File: src/rtl/core/fmm_pkg.sv
// Package for the field motion mask combiner.
// Holds sizes, register indexes, class and value tables, and the cell bus type.
// No dependencies.
package fmm_pkg;

    localparam int LENGTH  = 10;
    localparam int CCOUNT  = 2 * ((LENGTH - 2) / 2);
    localparam int OCOUNT  = 2 * ((LENGTH - 1) / 2) - 1;
    localparam int CMID    = CCOUNT / 2;
    localparam int WIN     = LENGTH - 4;
    localparam int OPP_OFF = (LENGTH % 2 == 1) ? 0 : 1;
    localparam int CUR_OFF = 1 - OPP_OFF;

    localparam int CUR_W  = 8;
    localparam int OPP_W  = 7;
    localparam int CUR_N  = (CCOUNT < CUR_W) ? CCOUNT : CUR_W;
    localparam int OPP_N  = (OCOUNT < OPP_W) ? OCOUNT : OPP_W;
    localparam int SLOT_W = 2 * LENGTH - 5;
    localparam int IDX_W  = $clog2(LENGTH);
    localparam int CODE_W = 6;
    localparam int VAL_W  = 6;

    localparam int CFG_IDX_W  = 2;
    localparam int CFG_DATA_W = 2;

    localparam logic [CFG_IDX_W-1:0] REG_MATCH_TYPE  = 2'd0;
    localparam logic [CFG_IDX_W-1:0] REG_FIELD_ORDER = 2'd1;

    localparam logic [1:0] MT_RESET = 2'd1;
    localparam logic [1:0] MT_MAX   = 2'd2;
    localparam logic [1:0] CLS_STOP = 2'd2;

    localparam logic [VAL_W-1:0] VAL_STATIC = 6'd60;

    localparam logic [SLOT_W-1:0] WIN_MASK = SLOT_W'((64'd1 << WIN) - 64'd1);

    typedef logic [SLOT_W-1:0] t_slots;

    typedef struct packed {
        logic              valid;
        logic              parity;
        logic              early;
        logic              done;
        logic [CODE_W-1:0] code;
        t_slots            above;
        t_slots            below;
    } t_cell_bus;

    localparam logic [1:0] CLASS_TAB [3][64] = '{
        '{2'd0, 2'd1, 2'd2, 2'd2, 2'd3, 2'd0, 2'd2, 2'd2,
          2'd1, 2'd1, 2'd2, 2'd2, 2'd0, 2'd1, 2'd2, 2'd2,
          2'd2, 2'd2, 2'd2, 2'd2, 2'd2, 2'd2, 2'd2, 2'd2,
          2'd2, 2'd2, 2'd2, 2'd2, 2'd2, 2'd2, 2'd2, 2'd2,
          2'd3, 2'd0, 2'd2, 2'd2, 2'd3, 2'd3, 2'd2, 2'd2,
          2'd0, 2'd1, 2'd2, 2'd2, 2'd3, 2'd1, 2'd2, 2'd2,
          2'd2, 2'd2, 2'd2, 2'd2, 2'd2, 2'd2, 2'd2, 2'd2,
          2'd2, 2'd2, 2'd2, 2'd2, 2'd2, 2'd2, 2'd2, 2'd2},
        '{2'd0, 2'd0, 2'd2, 2'd2, 2'd0, 2'd0, 2'd2, 2'd2,
          2'd0, 2'd1, 2'd2, 2'd2, 2'd0, 2'd1, 2'd2, 2'd2,
          2'd2, 2'd2, 2'd2, 2'd2, 2'd2, 2'd2, 2'd2, 2'd2,
          2'd2, 2'd2, 2'd2, 2'd2, 2'd2, 2'd2, 2'd2, 2'd2,
          2'd0, 2'd0, 2'd2, 2'd2, 2'd3, 2'd3, 2'd2, 2'd2,
          2'd0, 2'd1, 2'd2, 2'd2, 2'd3, 2'd1, 2'd2, 2'd2,
          2'd2, 2'd2, 2'd2, 2'd2, 2'd2, 2'd2, 2'd2, 2'd2,
          2'd2, 2'd2, 2'd2, 2'd2, 2'd2, 2'd2, 2'd2, 2'd2},
        '{2'd0, 2'd0, 2'd0, 2'd0, 2'd0, 2'd0, 2'd0, 2'd0,
          2'd0, 2'd1, 2'd0, 2'd1, 2'd0, 2'd1, 2'd0, 2'd1,
          2'd0, 2'd0, 2'd2, 2'd2, 2'd0, 2'd0, 2'd2, 2'd2,
          2'd0, 2'd1, 2'd2, 2'd2, 2'd0, 2'd1, 2'd2, 2'd2,
          2'd0, 2'd0, 2'd0, 2'd0, 2'd3, 2'd3, 2'd3, 2'd3,
          2'd0, 2'd1, 2'd0, 2'd1, 2'd3, 2'd1, 2'd3, 2'd1,
          2'd0, 2'd0, 2'd2, 2'd2, 2'd3, 2'd3, 2'd2, 2'd2,
          2'd0, 2'd1, 2'd2, 2'd2, 2'd3, 2'd1, 2'd2, 2'd2}
    };

    localparam logic [VAL_W-1:0] VALUE_TAB [2][8] = '{
        '{6'd60, 6'd20, 6'd50, 6'd10, 6'd60, 6'd10, 6'd40, 6'd30},
        '{6'd60, 6'd10, 6'd40, 6'd30, 6'd60, 6'd20, 6'd50, 6'd10}
    };

    function automatic logic [1:0] class_of(logic [1:0] mt, logic [CODE_W-1:0] code);
        logic [1:0] sel;
        sel = (mt > MT_MAX) ? MT_MAX : mt;
        return CLASS_TAB[sel][code];
    endfunction

    function automatic t_slots interleave(logic [CUR_W-1:0] cur, logic [OPP_W-1:0] opp);
        t_slots s;
        s = '0;
        for (int k = 0; k < CUR_N; k++) begin
            s[2 * k + CUR_OFF] = cur[k];
        end
        for (int k = 0; k < OPP_N; k++) begin
            s[2 * k + OPP_OFF] = opp[k];
        end
        return s;
    endfunction

endpackage

File: src/rtl/core/fmm_cell.sv
// One scan cell: tests the window that starts at its own slot and updates the code.
// Depends on fmm_pkg.
module fmm_cell (
    input  logic                      i_clk,
    input  logic                      i_rst_n,
    input  logic [fmm_pkg::IDX_W-1:0] i_idx,
    input  logic [1:0]                i_match_type,
    input  fmm_pkg::t_cell_bus        i_bus,
    output fmm_pkg::t_cell_bus        o_bus
);
    import fmm_pkg::*;

    t_cell_bus         r_bus;
    t_cell_bus         n_bus;
    t_slots            win;
    logic              hit_a;
    logic              hit_b;
    logic [2:0]        weight;
    logic [CODE_W-1:0] code_upd;

    always_comb begin
        win   = WIN_MASK << i_idx;
        hit_a = (i_bus.above & win) == win;
        hit_b = (i_bus.below & win) == win;
        priority if (i_idx == '0) begin
            weight = 3'd1;
        end else if (i_idx == IDX_W'(LENGTH - 1)) begin
            weight = 3'd4;
        end else begin
            weight = 3'd2;
        end
        code_upd = i_bus.code | (hit_a ? {weight, 3'd0} : '0) | (hit_b ? {3'd0, weight} : '0);
        n_bus = i_bus;
        if (!i_bus.early && !i_bus.done) begin
            n_bus.code = code_upd;
            n_bus.done = class_of(i_match_type, code_upd) == CLS_STOP;
        end
    end

    always_ff @(posedge i_clk) begin
        if (!i_rst_n) begin
            r_bus <= '0;
        end else begin
            r_bus <= n_bus;
        end
    end

    assign o_bus = r_bus;

endmodule

File: src/rtl/core/field_motion_mask_combiner.sv
// Top level of the field motion mask combiner: config registers, cell chain, output stage.
// Depends on fmm_pkg and fmm_cell.
//
// Usage:
//   Input: an item transfers at a clock edge with i_start high and o_busy low.
//   o_busy is always low, so one item may be started every cycle.
//   Output: o_mask_strobe marks o_mask_value for exactly one cycle; the
//   receiver cannot stall, and none is needed since nothing backs up.
//   Config: i_cfg_valid/o_cfg_ready with i_cfg_index and i_cfg_data;
//   index 0 is match_type (values above 2 act as 2), index 1 is field_order.
//   o_cfg_ready is always high. Write only when no item is in flight.
// Timing:
//   Each item passes through one register per cell of the scan chain,
//   one cell per window start, then the output register. Throughput is one item
//   per cycle; the chain of scan cells is fully pipelined.
// Reset:
//   Synchronous active-low reset clears the chain and output strobe and sets
//   match_type to 1 and field_order to 0. Items in flight are dropped.
module field_motion_mask_combiner (
    input  logic                           i_clk,
    input  logic                           i_rst_n,
    input  logic                           i_start,
    output logic                           o_busy,
    input  logic                           i_field_parity,
    input  logic [7:0]                     i_current_nonzero,
    input  logic [6:0]                     i_opposite_above,
    input  logic [6:0]                     i_opposite_below,
    output logic                           o_mask_strobe,
    output logic [5:0]                     o_mask_value,
    input  logic                           i_cfg_valid,
    output logic                           o_cfg_ready,
    input  logic [fmm_pkg::CFG_IDX_W-1:0]  i_cfg_index,
    input  logic [fmm_pkg::CFG_DATA_W-1:0] i_cfg_data
);
    import fmm_pkg::*;

    logic [1:0]       r_match_type;
    logic             r_field_order;
    logic             r_strobe;
    logic [VAL_W-1:0] r_value;
    logic [VAL_W-1:0] n_value;
    t_cell_bus        head;
    t_cell_bus        chain [LENGTH+1];
    t_cell_bus        tail;

    assign o_busy      = 1'b0;
    assign o_cfg_ready = 1'b1;

    always_ff @(posedge i_clk) begin
        if (!i_rst_n) begin
            r_match_type  <= MT_RESET;
            r_field_order <= 1'b0;
        end else if (i_cfg_valid && o_cfg_ready) begin
            if (i_cfg_index == REG_MATCH_TYPE) begin
                r_match_type <= (i_cfg_data > MT_MAX) ? MT_MAX : i_cfg_data;
            end else if (i_cfg_index == REG_FIELD_ORDER) begin
                r_field_order <= i_cfg_data[0];
            end
        end
    end

    always_comb begin
        head        = '0;
        head.valid  = i_start && !o_busy;
        head.parity = i_field_parity;
        head.early  = !i_current_nonzero[CMID-2] && !i_current_nonzero[CMID]
                      && !i_current_nonzero[CMID+1];
        head.above  = interleave(i_current_nonzero, i_opposite_above);
        head.below  = interleave(i_current_nonzero, i_opposite_below);
    end

    assign chain[0] = head;

    for (genvar g = 0; g < LENGTH; g++) begin : g_cell
        fmm_cell u_cell (
            .i_clk        (i_clk),
            .i_rst_n      (i_rst_n),
            .i_idx        (IDX_W'(g)),
            .i_match_type (r_match_type),
            .i_bus        (chain[g]),
            .o_bus        (chain[g+1])
        );
    end

    assign tail = chain[LENGTH];

    always_comb begin
        if (tail.early) begin
            n_value = VAL_STATIC;
        end else begin
            n_value = VALUE_TAB[r_field_order][{tail.parity, class_of(r_match_type, tail.code)}];
        end
    end

    always_ff @(posedge i_clk) begin
        if (!i_rst_n) begin
            r_strobe <= 1'b0;
        end else begin
            r_strobe <= tail.valid;
        end
    end

    always_ff @(posedge i_clk) begin
        r_value <= n_value;
    end

    assign o_mask_strobe = r_strobe;
    assign o_mask_value  = r_value;

`ifndef SYNTHESIS
    a_latency: assert property (@(posedge i_clk) disable iff (!i_rst_n)
        (i_start && !o_busy) |-> ##(LENGTH+1) o_mask_strobe)
        else $error("accepted item produced no result at fixed latency");

    a_value_set: assert property (@(posedge i_clk) disable iff (!i_rst_n)
        o_mask_strobe |-> (o_mask_value == 6'd10 || o_mask_value == 6'd20
            || o_mask_value == 6'd30 || o_mask_value == 6'd40
            || o_mask_value == 6'd50 || o_mask_value == 6'd60))
        else $error("mask value outside legal set");

    a_stop_class: assert property (@(posedge i_clk) disable iff (!i_rst_n)
        (tail.valid && tail.done) |-> (class_of(r_match_type, tail.code) == CLS_STOP))
        else $error("scan stopped on a code whose class is not stop");

    a_early_code: assert property (@(posedge i_clk) disable iff (!i_rst_n)
        (tail.valid && tail.early) |-> (tail.code == '0 && !tail.done))
        else $error("early-exit item had its code updated");
`endif

endmodule
File: config.mk
export PLATFORM = sky130hd
export DESIGN_NAME = field_motion_mask_combiner
export DESIGN_NICKNAME = d
export VERILOG_FILES = /design/src/rtl/core/fmm_pkg.sv /design/src/rtl/core/fmm_cell.sv /design/src/rtl/core/field_motion_mask_combiner.sv
export SDC_FILE = /design/constraint.sdc
export NUM_CORES = 1
export LEC_CHECK = 0
export BUFFER_PORTS_ARGS = -buffer_cell sky130_fd_sc_hd__buf_4
export CORE_AREA = 4 4 169 171
export CTS_BUF_LIST = sky130_fd_sc_hd__clkbuf_4 sky130_fd_sc_hd__clkbuf_8 sky130_fd_sc_hd__clkbuf_16
export DETAILED_ROUTE_END_ITERATION = 10
export DIE_AREA = 0 0 173 175
export PLACE_DENSITY = 0.8
export SLEW_MARGIN = 10
export SYNTH_ARGS = -nofsm -noshare
export SYNTH_HDL_FRONTEND = slang
export SYNTH_HIERARCHICAL = 1
export SYNTH_SLANG_ARGS = --single-unit
File: constraint.sdc
create_clock -name i_clk -period 3.7 [get_ports i_clk]
set_input_delay 0.37 -clock i_clk [delete_from_list [all_inputs] [get_ports i_clk]]
set_output_delay 0.37 -clock i_clk [all_outputs]
set_load 0.005 [all_outputs]
[Word level (Yosys, flattened, before mapping)]
Index checks and enable logic that the tools add are counted.
Word-level totals
  flip-flop bits (word level): 379
  latch bits: 0
  ROM bits: 0
  input bits: 31
  memory bits (writable): 0
  memories kept: 0
  logic and storage cells: 256
  output and inout bits: 9
Operators by class
  shift operators: 0
  bitwise operators: 34
  add/subtract/negate cells: 0
  eq/ne operators: 30
  $mul: 0
  reduce and logical (&&, ||, !) cells: 36
  order comparisons: 15
  muxes and demuxes: 70
  divide/modulo/power cells: 0
Operators by type and width (number)
  $bmux W128 S2: 1
  $mux W128: 2
  $bmux W2 S6: 10
  $eq A6 B6 Y1 const B: 20
  $or A6 B6 Y6: 19
  $mux W48: 2
  $ge A7 B7 Y1 const B: 10
  $not A6 Y7: 10
  $mux W2: 30
  $mux W7: 8
  $mux W41: 1
  $mux W5: 8
  $mux W6: 4
  $logic_not A1 Y1: 21
  $bmux W6 S3: 1
  $eq A2 B2 Y1 const B: 9
  $logic_and A1 B1 Y1: 11
  $ge A4 B4 Y1 const B: 1
  $gt A2 B2 Y1 const B: 2
  $mux W4: 1
  $not A3 Y4: 1
  $ge A3 B3 Y1 const B: 1
  $mux W3: 1
  $not A2 Y3: 1
  other kinds (9): 10

[Logic depth before layout (Yosys ltp)]
Gate-level depths: netlist of run 1.
  depth in word-level cells: 13
  depth in mapped cells: 8
  depth with buffers taken out: 7

[Modules after synthesis]
The synthesis of run 1 kept the hierarchy.
Modules (own cells, without submodules)
  fmm_cell: area an instance 1677.9 um^2, instances 10, sequential area each 800.8 um^2, cells each 177
  field_motion_mask_combiner: area an instance 581.8 um^2, instances 1, sequential area each 180.2 um^2, cells each 69

[Worst setup path after synthesis of run 1]
No wires, ideal clock.
  kind: register to register
  start point: register r_match_type[1]
  end point: register r_value[2], in the netlist o_mask_value[2]
  period minus slack after synthesis: 2.431 ns
  data required time: 3.586 ns
  slack: 1.269 ns
  arrival time: 2.317 ns
  stages on the path, launching flop included: 8
  library setup time: 0.114 ns
  cells stage by stage: dfxtp_1 > or4_4 > o21a_1 > a211oi_2 > ha_1 > mux2i_1 > or3_1 > a21o_1
On the way
  word-level cells in the longest chain between the ends: 13
Ends and longest elaborated chain
  from (decl): RTL line field_motion_mask_combiner.sv:37  | logic [1:0] r_match_type;
  from (signal assigned): RTL line field_motion_mask_combiner.sv:55  | r_match_type <= (i_cfg_data > MT_MAX) ? MT_MAX : i_cfg_data;
  $gt A2 B2 Y1: RTL line fmm_pkg.sv:83  | sel = (mt > MT_MAX) ? MT_MAX : mt;
  $mux W2 (*): RTL line fmm_pkg.sv:83
  $not A2 Y3 (not written as such) (*): RTL line fmm_pkg.sv:84  | return CLASS_TAB[sel][code];
  $bmux W128 S2 (*): RTL line fmm_pkg.sv:84
  $mux W128 (not written as such) (*) (2 in series): RTL line fmm_pkg.sv:84
  $bmux W2 S6 (*): RTL line fmm_pkg.sv:84
  $mux W2 (not written as such) (*) (2 in series): RTL line fmm_pkg.sv:84
  $not A3 Y4 (not written as such) (*): RTL line field_motion_mask_combiner.sv:91  | n_value = VALUE_TAB[r_field_order][{tail.parity, class_of(r_match_type, tail.code)}];
  $bmux W6 S3 (*): RTL line field_motion_mask_combiner.sv:91
  $mux W6 (not written as such) (*) (2 in series): RTL line field_motion_mask_combiner.sv:91
  to (signal assigned): RTL line field_motion_mask_combiner.sv:104  | r_value <= n_value;
  to (decl): RTL line field_motion_mask_combiner.sv:40  | logic [VAL_W-1:0] r_value;
Mark *: on every way between the ends. The rest lies on a longest branch, timed or not. The select of a mux whose other input is x is not followed.
A chain may end at the register's enable or synchronous reset.

[Final worst setup path of run 1]
  start point: register r_match_type[1]
  end point: register r_value[4], in the netlist o_mask_value[4]
Same word-level chain as after synthesis.

==> reports/qor.yml, run 1 <==
cts:
  cts-root-buf: "clkbuf_16"
  cts_buffers: 38
  cts_tree: "done"
  clk_pin_slew_ns: 0.06
  post_cts_buffers: 0
  cts_resized: 0
  cts_num_sinks: 378
  cts_hold_buf: 0
  clock_latency_ns: 0.52
  cts_max_level: 2
  clk_path_buf_depth: 3
global_routing:
  grt_max_degree: 158
  grt_pass1_vias: 12700
  grtUsageMet2_pct: 45.3
  use_met3_pct: 3.03
  grtUsageMet1_pct: 28.1
  busiest_layer: "met2"
  grt_usage_pct: 24.1
  overflow: 0
  antenna_found_initial: 0
  grt_pass1_wl_um: 61400
place:
  place.port_buffers: 36
  dpl.hpwl_um: 27600
  place_ws_ns: 1.37
  gp_congestion: 0.880
  postPlaceCellArea_um2: 17400
final_layout:
  fillers: 2098
  finalNetCount: 2011
  fin_util_pct: 70.1
  antenna_cells: 0
  drive_above_1_share_pct: 7.93
  syn_to_final_growth_pct: 14.2
  stdcell_area_um2: 18800
detailed_routing:
  via_count: 12900
  drc_errors: 0
  ant_nets: 0
  drtPass1Iterations: 6
  drt_iter0_drc: 1046
  viasPerCell: 5.50
  routed_wl_um: 37700
  wl_per_cell_um: 16.1
critical_path:
  r2r_start: "r_match_type[1]"
  cp_num_buf_inv: 0
  r2r_cells: 7
  r2r_setup_slack_ns: 1.37
  endpoint_kind: "flip-flop"
  critPathRequiredTime_ns: 4.11
  path_max_fanout: 6
  path_depth: 7
  crit_slowest_cell: "or4_4"
  cp-start-kind: "flip-flop"
  crit_start: "r_match_type[1]"
  max_stage_delay_ns: 0.54
  rr_endpoint: "o_mask_value[4]"
  crit_chain: "or4_4 > o21a_1 > a211oi_2 > ha_1 > mux2i_1 > or3_1 > a21o_1"
  path_class: "flip-flop to flip-flop"
  crit_arrival_ns: 2.74
  crit_family: "simple AND/OR/NAND/NOR gates"
  cp-endpoint: "o_mask_value[4]"
sta:
  setup_tns_ns: 0
  fmax_mhz: 428
  rsz0062_at_grt: "no"
  fin_ws_ns: 1.37
  worst_pin_slew_ns: 0.915
  fin_crit_ns: 2.33
  relSlewSlack_pct: 39.0
  setup_viol: 0
  post-route-period-util_pct: 63.1
  slew_violations: 0
  hold_viol: 0
  fin_worst_skew_ns: 0.0125
power_and_ir_drop:
  power_mw: 9.03
  vdd_ir_drop_max_uv: 399
  pwr_density_cell_nw_per_um2: 480
  leakagePower_nw: 7.74
synthesis:
  ys_warn_count: 6
  synth_area_um2: 16500
  syn_avg_cell_area_um2: 9.32
  syn_inst: 1769
run:
  maxCapViolations: 0
run_status:
  status: "finished clean"
hold_path:
  hold_class: "primary input to flip-flop"
die:
  die-area_um2: 30300
  die_h_um: 175
  num_io_pins: 40
  num_rows: 60
  fp.dieW_um: 173
  fp.coreArea_um2: 26900
  initial_utilization_pct: 61.3
-- where the power goes --
part	internal, mW	total [mW]	switching (mW)
sequential	4.15	4.21	0.0593
combinational	0.255	0.697	0.442
clock	2.61	4.12	1.52
-- layout by cell type, fill, tap and decap left out, types with 31 or more instances in the layout --
cell type  instances
o21ai_1           50
buf_4             39
nor2_1            85
nor3_1            31
nand2_1           54
inv_1             64
conb_1           222
a21oi_1          130
nand2b_1          60
o21ai_0           45
clkbuf_16         41
dfxtp_1          378
and2_1           304
nand3_1           40
-- worst register-to-register path, delay by kind of cell (launching register included) --
kind / cells / cell delay, ns
multiplexers: 1 / 0.07
flip-flops: 1 / 0.31
AND/OR/NAND/NOR: 2 / 0.87
adder cells (fa/ha/maj): 1 / 0.25
AO/OA/AOI/OAI: 3 / 0.73
-- per-stage QoR --
stage	std cells	hold slack, ns
2_1_floorplan	1989	0.411
3_3_place_gp	2277	0.413
3_5_place_dp	2277	0.419
4_1_cts	2345	0.0555
5_1_grt	2345	0.0696
6_report	2345	0.0703
-- worst min-delay path by stage --
stage	from	endpoint	slack (ns)	cells after the start
floorplan	g_cell[8].u_cell/o_bus[31]	g_cell[9].u_cell/o_bus[31]	0.41	2
global placement	g_cell[5].u_cell/o_bus[39]	g_cell[6].u_cell/o_bus[39]	0.41	1
detailed placement	g_cell[6].u_cell/o_bus[39]	g_cell[7].u_cell/o_bus[39]	0.42	1
CTS	i_field_parity	g_cell[0].u_cell/o_bus[38]	0.06	2
global route	i_field_parity	g_cell[0].u_cell/o_bus[38]	0.07	2
finish	i_field_parity	g_cell[0].u_cell/o_bus[38]	0.07	2
-- sequential cells by signal, indices dropped and copies added, names as in the netlist --
signal               count
r_field_order            1
r_match_type             2
o_mask_value             5
o_mask_strobe            1
g_cell.u_cell/o_bus    369
-- layer usage --
layer	up-vias	routed length, µm
met5	-	0
met4	0	1140
met3	96	1440
met2	381	19400
met1	5969	15700
li1	6453	-
-- final cells by class --
type	count	area (µm²)	area share, %
Inverter	64	240	1.28
Timing Repair Buffer	40	304	1.61
Sequential cell	378	7570	40.2
Clock inverter	13	220	1.17
Tap cell	341	427	2.27
Multi-Input combinational cell	1454	8910	47.3
Clock buffer	55	1160	6.17
Power figures use the tool's default switching activity.
==> inputs of run 2 (changes only) <==
--- a/config.mk
+++ b/config.mk
@@ -5,12 +5,13 @@
 export SDC_FILE = /design/constraint.sdc
 export NUM_CORES = 1
 export LEC_CHECK = 0
+export ABC_AREA = 1
 export BUFFER_PORTS_ARGS = -buffer_cell sky130_fd_sc_hd__buf_4
-export CORE_AREA = 4 4 169 171
+export CORE_AREA = 4 4 171 173
 export CTS_BUF_LIST = sky130_fd_sc_hd__clkbuf_4 sky130_fd_sc_hd__clkbuf_8 sky130_fd_sc_hd__clkbuf_16
 export DETAILED_ROUTE_END_ITERATION = 10
-export DIE_AREA = 0 0 173 175
-export PLACE_DENSITY = 0.8
+export DIE_AREA = 0 0 175 177
+export PLACE_DENSITY = 0.81
 export SLEW_MARGIN = 10
 export SYNTH_ARGS = -nofsm -noshare
 export SYNTH_HDL_FRONTEND = slang
==> constraint.sdc (replaced) <==
create_clock -name i_clk -period 2.34 [get_ports i_clk]
set_input_delay 0.234 -clock i_clk [delete_from_list [all_inputs] [get_ports i_clk]]
set_output_delay 0.234 -clock i_clk [all_outputs]
set_load 0.005 [all_outputs]
==> run 2 against run 1 <==
Effect of this change: first-iteration DRC count is 2.8% lower; maximum frequency is 42% higher; non-clock buffer count is 30 higher; critical path depth is 2 higher; worst hold slack worse by 0.019 ns.
==> reports/qor.yml, run 2 <==
die:
  num_rows: 61
  fp.dieW_um: 175
  die-area_um2: 31000
  die_h_um: 177
  initial_utilization_pct: 61.6
  fp.coreArea_um2: 27600
  num_io_pins: 40
critical_path:
  crit_family: "simple AND/OR/NAND/NOR gates"
  path_class: "flip-flop to flip-flop"
  path_max_fanout: 6
  crit_arrival_ns: 2.04
  max_stage_delay_ns: 0.32
  crit_chain: "nor2_1 > inv_1 > nand2_1 > nand2_1 > nor2_4 > ha_1 > nand3b_1 > nand3_1 > nand3_1"
  crit_slowest_cell: "dfxtp_1"
  critPathRequiredTime_ns: 2.74
  r2r_start: "r_match_type[1]"
  endpoint_kind: "flip-flop"
  cp_num_buf_inv: 1
  cp-start-kind: "flip-flop"
  crit_start: "r_match_type[1]"
detailed_routing:
  via_count: 14500
  wl_per_cell_um: 13.1
  routed_wl_um: 39500
  drc_errors: 0
  viasPerCell: 4.80
  drt_iter0_drc: 1017
  drtPass1Iterations: 6
  ant_nets: 0
cts:
  clk_pin_slew_ns: 0.06
  post_cts_buffers: 0
  cts_buffers: 39
  clock_latency_ns: 0.52
  cts_tree: "done"
  clk_path_buf_depth: 3
  cts-root-buf: "clkbuf_16"
  cts_num_sinks: 378
  cts_max_level: 2
final_layout:
  drive_above_1_share_pct: 10.3
  stdcell_area_um2: 19400
  largest_reg_flops: 369
  antenna_cells: 0
  fillers: 2279
  final_cell_mix: "683 x nand2_1, 559 x inv_1, 378 x dfxtp_1"
  syn_to_final_growth_pct: 13.8
  final_common_cell: "nand2_1"
  finalNetCount: 2659
global_routing:
  grt_max_degree: 86
  grt_pass1_wl_um: 65900
  grt_usage_pct: 25.6
  overflow: 0
  grt_pass1_vias: 14500
  antenna_found_initial: 0
sta:
  rsz0062_at_grt: "no"
  post-route-period-util_pct: 70.1
  fin_crit_ns: 1.64
  slew_violations: 0
  setup_tns_ns: 0
  hold_viol: 0
  fin_worst_skew_ns: 0.0216
  setup_viol: 0
  fmax_mhz: 610
hold_path:
  hold_class: "primary input to flip-flop"
  min_from: "i_cfg_index[1]"
synthesis:
  syn_avg_cell_area_um2: 6.88
  ys_warn_count: 6
  syn_inst: 2474
  synth_area_um2: 17000
run:
  maxCapViolations: 0
place:
  place.port_buffers: 36
  dpl.hpwl_um: 29700
  postPlaceCellArea_um2: 17800
  gp_congestion: 0.908
power_and_ir_drop:
  vdd_ir_drop_max_uv: 665
  pwr_density_cell_nw_per_um2: 736
  leakagePower_nw: 10.9
run_status:
  status: "finished clean"
[run 2: changes by cell type in the layout (fill, tap and decap cells not counted), sizes merged, moves of 25 or more]
cell,delta
a21oi,-78
a31oi,-30
and2,-304
conb,-109
dlygate4sd3,+25
inv,+537
nand2,+686
nand2b,-60
nand3,+110
nand3b,+92
nand4,+50
nor2,+153
o21ai,-84
[run 2: cell type report]
cell class,count,area (µm²),area share [%]
well taps,378,473,2.44
clock inverters,13,175,0.905
inverters,610,2290,11.8
clock buffers,54,1170,6.03
repair buffers,70,621,3.20
flip-flops and latches,378,7570,39.1
multi-input cells,1525,7070,36.5
[run 2: layer usage]
layer | track usage [%] | wire length (µm) | up-vias
met5 | 0 | 0 | -
met4 | 9.33 | 1370 | 0
met3 | 3.35 | 1930 | 122
met2 | 48.6 | 20300 | 415
met1 | 29.3 | 16000 | 6485
li1 | - | - | 7499
[run 2: worst reg2reg max path, delay by kind of cell (launching register included)]
| kind | cells | cell delay [ns] |
|---|---|---|
| buffers and inverters | 1 | 0.07 |
| adders and majority gates | 1 | 0.25 |
| and+or+nand+nor | 7 | 0.87 |
| DFF | 1 | 0.32 |
[run 2: where the power goes]
part / internal [mW] / total, mW / switching, mW
Sequential: 6.56 / 6.63 / 0.0750
Combinational: 0.438 / 1.27 / 0.830
Clock: 3.92 / 6.34 / 2.42
Total: 10.9 / 14.2 / 3.33
[run 2: path summary, 6_finish.rpt]
kind / to / slack [ns] / cells after the start
worst min-delay path: r_field_order / 0.05 / 4
worst min register to register: g_cell[4].u_cell/o_bus[12] / 0.41 / 2
worst max-delay path: o_mask_value[4] / 0.70 / 9
worst max register to register: o_mask_value[4] / 0.70 / 9
[run 2: repair_timing]
action                    CTS  global route
resized for setup           0             0
hold buffers               25             0
hold endpoints to repair   33             0
[run 2: per-stage QoR]
stage	hold WS (ns)	setup slack, ns	power, mW	utilization, %	std cells
finish	0.0515	0.699	14.2	70.1	3028
floorplan	0.327	0.731	7.73	-	2585
detailed placement	0.403	0.731	7.87	64.3	2936
CTS	0.0287	0.712	14.2	70.1	3028
global placement	0.393	0.818	7.85	64.3	2936
global route	0.0566	0.505	14.8	70.1	3028
==> inputs of run 3 (changes only) <==
==> constraint.sdc (replaced) <==
create_clock -name i_clk -period 1.6 [get_ports i_clk]
set_input_delay 0.16 -clock i_clk [delete_from_list [all_inputs] [get_ports i_clk]]
set_output_delay 0.16 -clock i_clk [all_outputs]
set_load 0.005 [all_outputs]
==> run 3 against run 2 <==
Effect of this change: die area did not move; clock power rose by 48%; register-to-register slack got worse by 0.62 ns; worst hold slack improved by 0.012 ns; clock skew fell by 0.0073 ns; sequential share of layout area fell by 0.31 points; first-iteration DRC count fell by 8.0%; global-route usage rose by 0.10 points; final cell count rose by 0.43%; core utilization rose by 0.68 points; final area rose by 0.98%; flip-flop and latch count did not move; critical path type unchanged; largest cell class unchanged.
==> reports/qor.yml, run 3 (synthesis gave the netlist of run 2 again) <==
run_status:
  status: "finished clean"
die:
  num_rows: 61
  initial_utilization_pct: 61.6
  die_h_um: 177
  num_io_pins: 40
  fp.coreArea_um2: 27600
  die-area_um2: 31000
  fp.dieW_um: 175
place:
  gp_congestion: 0.879
  place.port_buffers: 36
  dpl.hpwl_um: 29500
final_layout:
  final_common_cell: "nand2_1"
  largest_reg_flops: 369
  finalNetCount: 2671
  drive_above_1_share_pct: 11.2
  fin_util_pct: 70.8
  syn_to_final_growth_pct: 14.9
  antenna_cells: 0
  final_cell_mix: "680 x nand2_1, 558 x inv_1, 370 x dfxtp_1"
sta:
  post-route-period-util_pct: 95.2
  setup_viol: 0
  rsz0062_at_grt: "yes"
  fin_worst_skew_ns: 0.0143
  setup_tns_ns: 0
  slew_violations: 0
  fmax_mhz: 657
  hold_viol: 0
  fin_crit_ns: 1.52
detailed_routing:
  ant_nets: 0
  drc_errors: 0
  drt_iter0_drc: 936
  via_count: 14500
  wl_per_cell_um: 13.0
  routed_wl_um: 39600
  viasPerCell: 4.78
  drtPass1Iterations: 5
critical_path:
  r2r_setup_slack_ns: 0.08
  max_stage_delay_ns: 0.34
  cp-start-kind: "flip-flop"
  critPathRequiredTime_ns: 2.00
  path_class: "flip-flop to flip-flop"
  crit_family: "simple AND/OR/NAND/NOR gates"
  path_max_fanout: 3
  cp_num_buf_inv: 2
  r2r_start: "r_match_type[1]"
  crit_path_frequent_cell: "nand3_1"
  crit_chain: "inv_2 > nor2_2 > inv_1 > nand2_1 > nand2_2 > nor2_4 > ha_1 > nand3b_1 > nand3_1 > nand3_1"
  endpoint_kind: "flip-flop"
  crit_slowest_cell: "dfxtp_2"
  rr_endpoint: "o_mask_value[4]"
  r2r_cells: 10
  crit_arrival_ns: 1.92
cts:
  cts_buffers: 40
  cts_max_level: 2
  clock_latency_ns: 0.52
  clk_pin_slew_ns: 0.06
  clk_path_buf_depth: 3
  cts-root-buf: "clkbuf_16"
  cts_num_sinks: 378
  cts_tree: "done"
power_and_ir_drop:
  pwr-share-clk_pct: 44.7
  pwr_density_cell_nw_per_um2: 1070
  combPwrFrac_pct: 9.0
  intPower_mw: 16.0
  leakagePower_nw: 11.0
  vdd_ir_drop_max_uv: 865
  p_seq_share_pct: 46.3
  p_sw_share_pct: 23.5
  switchingPower_mw: 4.93
global_routing:
  grt_usage_pct: 25.7
  grt_pass1_wl_um: 65700
  grt_max_degree: 60
  overflow: 0
  antenna_found_initial: 0
  grt_pass1_vias: 14400
hold_path:
  min_from: "i_cfg_valid"
  hold_class: "primary input to flip-flop"
  holdPathEnd: "r_field_order"
  hold_depth: 4
run:
  maxCapViolations: 0
## run 3: changes by cell type in the layout (fill, tap and decap cells not counted), sizes merged
| cell | delta |
|---|---|
| buf | +5 |
| clkbuf | +2 |
| clkinv | -1 |
| clkinvlp | +1 |
| dlygate4sd3 | +5 |
| dlymetal6s4s | +1 |
## run 3: repair_timing
item,4_1_cts,5_1_grt
hold endpoints to repair,43,0
hold buffers,31,0
setup buffers,0,4
endpoints found under the setup margin,0,8
gates resized for setup,0,22
## run 3: through the flow
stage	setup WS [ns]	hold slack (ns)	total power [mW]	std cells	cell area, µm²
6_report	0.0776	0.0634	21.0	3041	19600
5_1_grt	-0.0279	0.0870	21.8	3041	19600
4_1_cts	0.0371	0.0388	20.9	3037	19500
3_5_place_dp	0.0562	0.354	11.5	2937	17800
3_3_place_gp	0.140	0.344	11.5	2937	17800
2_1_floorplan	0.0886	0.253	11.3	2585	17400
## run 3: power groups by stage
stage	Clock, mW	Sequential (mW)	Combinational (mW)
final	9.37	9.70	1.88
after floorplan	0	9.85	1.46
after detailed placement	0	9.91	1.61
after CTS	9.56	9.70	1.68
after global placement	0	9.91	1.59
after global routing	9.98	9.71	2.14
## run 3: area by class of cell
cell class | instances | area [µm²]
clock buffer | 56 | 1180
clock inverter | 13 | 178
fill | 2330 | 8080
inverter | 610 | 2290
multi-input combinational | 1525 | 7110
sequential | 378 | 7580
tap | 378 | 473
timing repair buffer | 81 | 746
## run 3: how the worst max path moves through the flow
stage | startpoint | to | slack (ns) | depth (start not counted)
final | r_match_type[1] | o_mask_value[4] | 0.08 | 10
after global routing | g_cell[2].u_cell/o_bus[3] | g_cell[3].u_cell/o_bus[36] | -0.03 | 12
after CTS | g_cell[9].u_cell/o_bus[32] | o_mask_value[4] | 0.04 | 10
after detailed placement | g_cell[9].u_cell/o_bus[35] | o_mask_value[4] | 0.06 | 10
after global placement | g_cell[9].u_cell/o_bus[32] | o_mask_value[4] | 0.14 | 10
after floorplan | r_match_type[1] | o_mask_value[4] | 0.09 | 10
## run 3: worst register-to-register path, delay by kind of cell, from the launching register on
kind	cells	cell delay [ns]
adders and majority gates	1	0.23
buffers and inverters	2	0.10
DFF	1	0.34
and+or+nand+nor	7	0.72
## run 3: routing by layer
layer | vias to the layer above | share of wire [%] | GRT usage [%]
met5 | - | 0 | 0
met4 | 0 | 3.8 | 10.7
met3 | 111 | 4.5 | 3.74
met2 | 363 | 50 | 47.2
met1 | 6535 | 42 | 30.0
li1 | 7531 | - | -
